===== src/rtl/core/rcla_pkg.sv =====
`default_nettype none
// ----------------------------------------------------------------------------
// rcla_pkg
// Shared types and constants for the run cycle counter with limit alarm.
// ----------------------------------------------------------------------------
package rcla_pkg;

   // run must be held longer than this many ms to qualify on time alone
   localparam logic [31:0] QUALIFY_MS = 32'd700;

   // csr register indexes
   localparam int unsigned CSR_INDEX_W = 2;
   localparam logic [CSR_INDEX_W-1:0] CSR_ALARM_ENABLE     = 2'd0;
   localparam logic [CSR_INDEX_W-1:0] CSR_RESET_COUNT      = 2'd1;
   localparam logic [CSR_INDEX_W-1:0] CSR_LIMIT_COUNT      = 2'd2;
   localparam logic [CSR_INDEX_W-1:0] CSR_ALARM_ERROR_CODE = 2'd3;
   localparam int unsigned CSR_DATA_W = 32;

   localparam logic [15:0] ALARM_ERROR_CODE_RST = 16'd505;
   localparam logic [15:0] NO_ERROR             = 16'd0;

   // fastening status codes
   localparam logic [1:0] STATUS_OTHER = 2'd0;

   // stream widths
   localparam int unsigned REQ_W   = 51;
   localparam int unsigned RSP_W   = 50;
   localparam int unsigned TDATA_W = 56;

   typedef struct packed {
      logic        alarm_enable;
      logic [31:0] reset_count;
      logic [31:0] limit_count;
      logic [15:0] alarm_error_code;
   } rcla_cfg_type;

   // first field in the highest bits
   typedef struct packed {
      logic [15:0] error_in;
      logic [1:0]  fastening_status;
      logic        run_on;
      logic [31:0] now_ms;
   } rcla_req_type;

   typedef struct packed {
      logic [31:0] run_total;
      logic        counted;
      logic        alarm_fired;
      logic [15:0] error_out;
   } rcla_rsp_type;

   typedef struct packed {
      logic        prev_run;
      logic [31:0] start_stamp;
      logic        start_valid;
      logic        run_qualified;
      logic        alarm_latched;
      logic [31:0] total_runs;
   } rcla_state_type;

endpackage
`default_nettype wire


===== src/rtl/core/rcla_step.sv =====
`default_nettype none
// ----------------------------------------------------------------------------
// rcla_step
// Combinational update for one poll: limit check, error injection, run
// qualifier and count increment.
// ----------------------------------------------------------------------------
module rcla_step (
   input  var rcla_pkg::rcla_cfg_type   cfg,
   input  var rcla_pkg::rcla_state_type state_cur,
   input  var rcla_pkg::rcla_req_type   req_word,
   output rcla_pkg::rcla_state_type     state_nxt,
   output rcla_pkg::rcla_rsp_type       rsp_word
);
   import rcla_pkg::*;

   logic        over_limit;
   logic        fired;
   logic        rising;
   logic        falling;
   logic [31:0] since_reset;
   logic [31:0] held_ms;

   // runs since the user reset, only meaningful when not negative
   assign since_reset = state_cur.total_runs - cfg.reset_count;
   assign over_limit  = (cfg.limit_count != 32'd0)
                        && (state_cur.total_runs >= cfg.reset_count)
                        && (since_reset > cfg.limit_count);

   assign rising  = !state_cur.prev_run && req_word.run_on;
   assign falling = state_cur.prev_run && !req_word.run_on;

   always_comb begin
      state_nxt = state_cur;
      fired     = 1'b0;

      // one-shot alarm, rearmed when the enabled check fails
      if (cfg.alarm_enable) begin
         if (over_limit) begin
            fired                   = !state_cur.alarm_latched;
            state_nxt.alarm_latched = 1'b1;
         end else begin
            state_nxt.alarm_latched = 1'b0;
         end
      end

      // start stamp on rising edge, dropped while run is low
      state_nxt.prev_run = req_word.run_on;
      if (rising) begin
         state_nxt.start_stamp = req_word.now_ms;
         state_nxt.start_valid = 1'b1;
      end else if (!req_word.run_on) begin
         state_nxt.start_stamp = 32'd0;
         state_nxt.start_valid = 1'b0;
      end

      // qualify on hold time or on a finishing status
      held_ms = req_word.now_ms - state_nxt.start_stamp;
      if (req_word.run_on && state_nxt.start_valid && (held_ms > QUALIFY_MS)) begin
         state_nxt.run_qualified = 1'b1;
      end else if (falling && (req_word.fastening_status != STATUS_OTHER)) begin
         state_nxt.run_qualified = 1'b1;
      end

      // count once run is off
      rsp_word.counted = 1'b0;
      if (!req_word.run_on && state_nxt.run_qualified) begin
         state_nxt.total_runs    = state_cur.total_runs + 32'd1;
         state_nxt.run_qualified = 1'b0;
         rsp_word.counted        = 1'b1;
      end

      rsp_word.alarm_fired = fired;
      rsp_word.error_out   = (fired && (req_word.error_in == NO_ERROR))
                             ? cfg.alarm_error_code : req_word.error_in;
      rsp_word.run_total   = state_nxt.total_runs;
   end

endmodule
`default_nettype wire


===== src/rtl/core/run_cycle_counter_limit_alarm.sv =====
`default_nettype none
// ----------------------------------------------------------------------------
// run_cycle_counter_limit_alarm
// Counts qualified driver runs and raises a one-shot over-limit alarm.
// ----------------------------------------------------------------------------
// Each accepted poll word gives exactly one result word. A poll is captured in
// an input register and evaluated by a single combinational step into the
// output register once that register is free or draining, and one poll can be
// taken every cycle while rsp_tready holds. The step reads the state left by the
// previous poll, and that single registered update is what sets the
// one-word-per-cycle rate. The user must write the csr port only while no poll
// is in flight; the block itself does not enforce this.
module run_cycle_counter_limit_alarm (
   input  wire                                  clock,
   input  wire                                  reset,
   // now_ms[31:0], run_on[32], fastening_status[34:33], error_in[50:35]
   input  wire  [rcla_pkg::TDATA_W-1:0]         req_tdata,
   input  wire                                  req_tvalid,
   output logic                                 req_tready,
   // error_out[15:0], alarm_fired[16], counted[17], run_total[49:18]
   output logic [rcla_pkg::TDATA_W-1:0]         rsp_tdata,
   output logic                                 rsp_tvalid,
   input  wire                                  rsp_tready,
   input  wire                                  csr_wr_en,
   input  wire  [rcla_pkg::CSR_INDEX_W-1:0]     csr_index,
   input  wire  [rcla_pkg::CSR_DATA_W-1:0]      csr_wdata
);
   import rcla_pkg::*;

   rcla_cfg_type   cfg_ff;
   rcla_state_type state_ff;
   rcla_state_type state_in;
   rcla_req_type   in_word_ff;
   rcla_rsp_type   out_word_ff;
   rcla_rsp_type   out_word_in;
   logic           in_valid_ff;
   logic           out_valid_ff;
   logic           advance;

   // step the held poll when the output register is free or draining
   assign advance    = in_valid_ff && (!out_valid_ff || rsp_tready);
   assign req_tready = !in_valid_ff || advance;

   // csr registers
   always_ff @(posedge clock) begin
      if (reset) begin
         cfg_ff.alarm_enable     <= 1'b0;
         cfg_ff.reset_count      <= 32'd0;
         cfg_ff.limit_count      <= 32'd0;
         cfg_ff.alarm_error_code <= ALARM_ERROR_CODE_RST;
      end else if (csr_wr_en) begin
         case (csr_index)
            CSR_ALARM_ENABLE:     cfg_ff.alarm_enable     <= csr_wdata[0];
            CSR_RESET_COUNT:      cfg_ff.reset_count      <= csr_wdata[31:0];
            CSR_LIMIT_COUNT:      cfg_ff.limit_count      <= csr_wdata[31:0];
            CSR_ALARM_ERROR_CODE: cfg_ff.alarm_error_code <= csr_wdata[15:0];
            default: begin
            end
         endcase
      end
   end

   // input register
   always_ff @(posedge clock) begin
      if (reset) begin
         in_valid_ff <= 1'b0;
      end else if (req_tready) begin
         in_valid_ff <= req_tvalid;
      end
   end

   always_ff @(posedge clock) begin
      if (req_tready && req_tvalid) begin
         in_word_ff <= rcla_req_type'(req_tdata[REQ_W-1:0]);
      end
   end

   // per-poll update
   rcla_step u_step (
      .cfg       (cfg_ff),
      .state_cur (state_ff),
      .req_word  (in_word_ff),
      .state_nxt (state_in),
      .rsp_word  (out_word_in)
   );

   // counter state
   always_ff @(posedge clock) begin
      if (reset) begin
         state_ff <= '0;
      end else if (advance) begin
         state_ff <= state_in;
      end
   end

   // output register
   always_ff @(posedge clock) begin
      if (reset) begin
         out_valid_ff <= 1'b0;
      end else if (advance) begin
         out_valid_ff <= 1'b1;
      end else if (rsp_tready) begin
         out_valid_ff <= 1'b0;
      end
   end

   always_ff @(posedge clock) begin
      if (advance) begin
         out_word_ff <= out_word_in;
      end
   end

   assign rsp_tvalid = out_valid_ff;
   assign rsp_tdata  = {{(TDATA_W-RSP_W){1'b0}}, out_word_ff};

   // a reported alarm leaves the latch set until a newer poll replaces it
   assert property (@(posedge clock) disable iff (reset)
      out_valid_ff && out_word_ff.alarm_fired |-> state_ff.alarm_latched)
      else $error("alarm reported without latch set");

   // a counted run leaves no pending qualification behind
   assert property (@(posedge clock) disable iff (reset)
      out_valid_ff && out_word_ff.counted |-> !state_ff.run_qualified)
      else $error("qualification still pending after count");

   // a start stamp is only held while run stays on
   assert property (@(posedge clock) disable iff (reset)
      state_ff.start_valid |-> state_ff.prev_run)
      else $error("start stamp held while run is off");

   // a count steps the total by exactly one
   assert property (@(posedge clock) disable iff (reset)
      advance && out_word_in.counted
      |=> state_ff.total_runs == $past(state_ff.total_runs) + 32'd1)
      else $error("total did not step by one");

endmodule
`default_nettype wire

===== config.mk =====
export PLATFORM = sky130hd
export DESIGN_NAME = run_cycle_counter_limit_alarm
export DESIGN_NICKNAME = d
export VERILOG_FILES = /design/src/rtl/core/rcla_pkg.sv /design/src/rtl/core/rcla_step.sv /design/src/rtl/core/run_cycle_counter_limit_alarm.sv
export SDC_FILE = /design/constraint.sdc
export NUM_CORES = 1
export LEC_CHECK = 0
export ABC_AREA = 0
export BUFFER_PORTS_ARGS = -buffer_cell sky130_fd_sc_hd__buf_2
export CAP_MARGIN = 40
export CORE_MARGIN = 1.5
export CORE_UTILIZATION = 55
export CTS_BUF_LIST = sky130_fd_sc_hd__clkbuf_16
export DETAILED_ROUTE_END_ITERATION = 6
export PLACE_DENSITY = 0.75
export SETUP_SLACK_MARGIN = 0.1
export SLEW_MARGIN = 20
export SYNTH_ARGS = -nofsm -noshare
export SYNTH_HDL_FRONTEND = slang
export SYNTH_SLANG_ARGS = --single-unit

===== constraint.sdc =====
create_clock -name clock -period 10.2 [get_ports clock]
set_input_delay 1.53 -clock clock [delete_from_list [all_inputs] [get_ports clock]]
set_output_delay 1.53 -clock clock [all_outputs]
set_load 0.01 [all_outputs]

==> impl_metrics.env <==
export IMPL_status="finished clean"
export IMPL_synth_common_cells="nand2_1 (275), a21oi_1 (174), dfxtp_1 (151), nor2_1 (145), edfxtp_1 (101)"
export IMPL_cts_made_buffers=28
export IMPL_crit_required_ns=10.48
export IMPL_ys_top_cells_by_area="edfxtp_1 (21%), dfxtp_1 (21%), ha_1 (8.3%)"
export IMPL_dr_pass1_iters=5
export IMPL_postCtsSetupRepairBufs=0
export IMPL_wl_met2_um=15500
export IMPL_vias=12000
export IMPL_slew_headroom_pct=40.5
export IMPL_grt_max_degree=86
export IMPL_synthMuxAreaShare_pct=2.84
export IMPL_p_per_area_nw_per_um2=156
export IMPL_synth_flop_cell="dfxtp_1"
export IMPL_multi_input_area_um2=7740
export IMPL_wl_met1_um=15900
export IMPL_via_per_inst=5.65
export IMPL_route_final_wire_length_um=33900
export IMPL_drc=0
export IMPL_grt_pass1_vias=11300
export IMPL_crit_path_end_kind="register"
export IMPL_clk_insertion_delay_late_ns=0.56
export IMPL_yosysMostFrequentCell="nand2_1"
export IMPL_track_usage_pct=24.8
export IMPL_synth_top_cell_area_share_pct=21.0
export IMPL_gr_total_overflow=0
export IMPL_coreArea_um2=25900
export IMPL_place_congestion=0.904
export IMPL_clkPwrFrac_pct=37.9
export IMPL_seqPwrFrac_pct=43.7
export IMPL_portBuffers=141
export IMPL_dp_hpwl_um=24800
export IMPL_placementRows=59
export IMPL_wl_per_cell_um=16.0
export IMPL_synth_seq_cells=252
export IMPL_p_sw_share_pct=28.0
export IMPL_synthAdderAreaFrac_pct=8.60
export IMPL_ys_async_sr_fraction_pct=0
export IMPL_clkTransAtPathRegs_ns=0.06
export IMPL_fmax_mhz=184
export IMPL_synth_edf_count=101
export IMPL_finClkSkew_ns=0.0243
export IMPL_pre_cts_slack_ns=4.82
export IMPL_ys_seq_area_share_pct=42.0
export IMPL_synth_simple_area_share_pct=20.2
export IMPL_period_minus_slack_ns=5.44
export IMPL_initial_core_util_pct=55.7
export IMPL_clk_path_buf_depth=3
export IMPL_area_sequential_um2=6060
export IMPL_start_kind="register"
export IMPL_synth_cell_types=74
export IMPL_die_h_um=165
export IMPL_final_net_count=1957
export IMPL_h_tree_depth=1
export IMPL_setup_ws_ns=4.76
export IMPL_crit_arrival_ns=5.72
export IMPL_antenna_found_initial=0
export IMPL_synth_top_family_by_area="simple AND/OR/NAND/NOR gates"
export IMPL_p_switching_w=0.000712
export IMPL_synth_compound_gate_area_share_pct=16.3
export IMPL_wl_met3_um=1840
export IMPL_top_layer_used="met4"
export IMPL_dieArea_um2=27200
export IMPL_netlist_instances=1658
export IMPL_crit_top_cell="a21o_1"
export IMPL_post_route_period_util_pct=53.3
export IMPL_timing_critical_path_slowest_stage_cell="o311ai_0"
export IMPL_top_level_ports=153
export IMPL_crit_family="compound AO/OA/AOI/OAI gates"
export IMPL_n_fill_cell=2233
export IMPL_setup_viol=0
export IMPL_power_frac_comb_pct=18.4
export IMPL_cts_root_buf="clkbuf_16"
export IMPL_slew_violations=0
export IMPL_crit_type="reg2reg"
export IMPL_cts_resized=0
export IMPL_synthToLayoutAreaGrowth_pct=12.8
export IMPL_vdd_drop_max_mv=0.157
export IMPL_syn_area_per_cell_um2=8.70
export IMPL_fin_setup_tns_ns=0
export IMPL_antenna_left=0
export IMPL_hp_class="reg2reg"
export IMPL_syn_area_um2=14400
export IMPL_yosys_warnings=0
export IMPL_worst_pin_slew_ns=0.869
export IMPL_synthXorXnorAreaFrac_pct=5.34
export IMPL_drive_gt1_share_pct=14.2
export IMPL_hold_viol_final=0
export IMPL_cp_num_buf_inv=2
export IMPL_p_leak_nw=6.50
export IMPL_drt_first_iter_violations=790
export IMPL_internal_power_w=0.00183
export IMPL_antennaDiodeCount=0
export IMPL_rsz0062_at_grt="no"
export IMPL_cpPeakStageDelay_ns=0.70
export IMPL_crit_chain="inv_1 -> ha_1 -> fa_1 -> nor2b_1 -> o21ai_1 -> a21boi_1 -> o21ai_1 -> a31o_2 -> o21a_1 -> o311ai_0 -> nor2_1 -> a211oi_1 -> ha_1 -> a21o_1 -> a21o_1 -> a21o_1 -> a211o_1 -> a21oi_1 -> o2bb2ai_1 -> buf_4 -> nand4_1 -> o21bai_1"
export IMPL_maxCapViolCount=0
export IMPL_synth_top_area_cell="edfxtp_1"
export IMPL_cts_tree="built"
export IMPL_crit_fanout=18
export IMPL_grt_pass1_wl_um=54700
export IMPL_cts_sinks=252
export IMPL_die_w_um=165
export IMPL_cts_hold_buf=0
export IMPL_holdWs_ns=0.453
metrics by stage:
stage | power [W] | util, % | cell area, um^2 | cells
after global placement | 0.00158 | 59.1 | 15300 | 2064
final | 0.00254 | 62.8 | 16300 | 2121
after global routing | 0.00267 | 62.8 | 16300 | 2121
after CTS | 0.00256 | 62.8 | 16300 | 2120
after detailed placement | 0.00159 | 59.3 | 15400 | 2068
after floorplan | 0.00147 | - | 14500 | 1663
tightest hold or removal path, cell delays in order, from the launching register on:
cell and delay [ns]:
dfxtp_1 0.31, nand2_1 0.05, a21oi_1 0.05
power groups by stage:
stage          registers (W)  logic, W  clock network (W)
2_1_floorplan        0.00113  0.000338                  0
3_3_place_gp         0.00113  0.000449                  0
3_5_place_dp         0.00113  0.000461                  0
4_1_cts              0.00111  0.000464           0.000986
5_1_grt              0.00111  0.000525            0.00103
6_report             0.00111  0.000468           0.000963
sequential cells by signal (all words and copies together), names as in the netlist:
| name | cells |
|---|---|
| in_valid_ff | 1 |
| cfg_ff | 81 |
| rsp_tdata | 50 |
| in_word_ff | 51 |
| state_ff | 68 |
| rsp_tvalid | 1 |
area by class of cell:
| type | instances | share of cell area (%) |
|---|---|---|
| clock buffers | 31 | 4.76 |
| inverters | 88 | 2.03 |
| multi-input cells | 1239 | 47.5 |
| flip-flops and latches | 252 | 37.2 |
| clock inverters | 21 | 0.745 |
| repair buffers | 155 | 5.16 |
| well taps | 335 | 2.57 |
routing by layer:
metal  GRT usage, %  vias to the layer above
met1           34.0                     5560
met2           41.0                      304
met5              0                        -
met3           3.77                       54
li1               -                     6061
met4           5.86                        0
kinds of logic (layout without fill, tap and decap cells):
| group | Yosys count | count (layout) |
|---|---|---|
| and+or+nand+nor | 631 | 631 |
| AOI/OAI and AO/OA | 379 | 379 |
| adders and majority gates | 98 | 98 |
| buffers and inverters | 172 | 295 |
| DFF | 252 | 252 |
| xor gates and xnor gates | 88 | 88 |
| muxes | 37 | 37 |
| other | 1 | 6 |
layout by cell type, fill, tap and decap left out, types with 42 or more instances in the layout:
cell type,synthesis,routed
nand2_1,275,275
a21oi_1,174,174
dfxtp_1,151,151
nor2_1,145,143
buf_2,2,140
edfxtp_1,101,101
ha_1,96,96
inv_1,88,91
o21ai_0,47,47
xor2_1,46,46
a21o_1,45,45
nand4_1,44,44
xnor2_1,42,42
path summary, 6_finish.rpt:
path               startpoint      endpoint  slack, ns  cells after the start
setup reg to reg  state_ff[0]  rsp_tdata[3]       4.76                     22
setup / recovery  state_ff[0]  rsp_tdata[3]       4.76                     22
hold / removal     cfg_ff[59]    cfg_ff[59]       0.45                      2
hold reg to reg    cfg_ff[59]    cfg_ff[59]       0.45                      2
(Power assumes the default switching activity.)
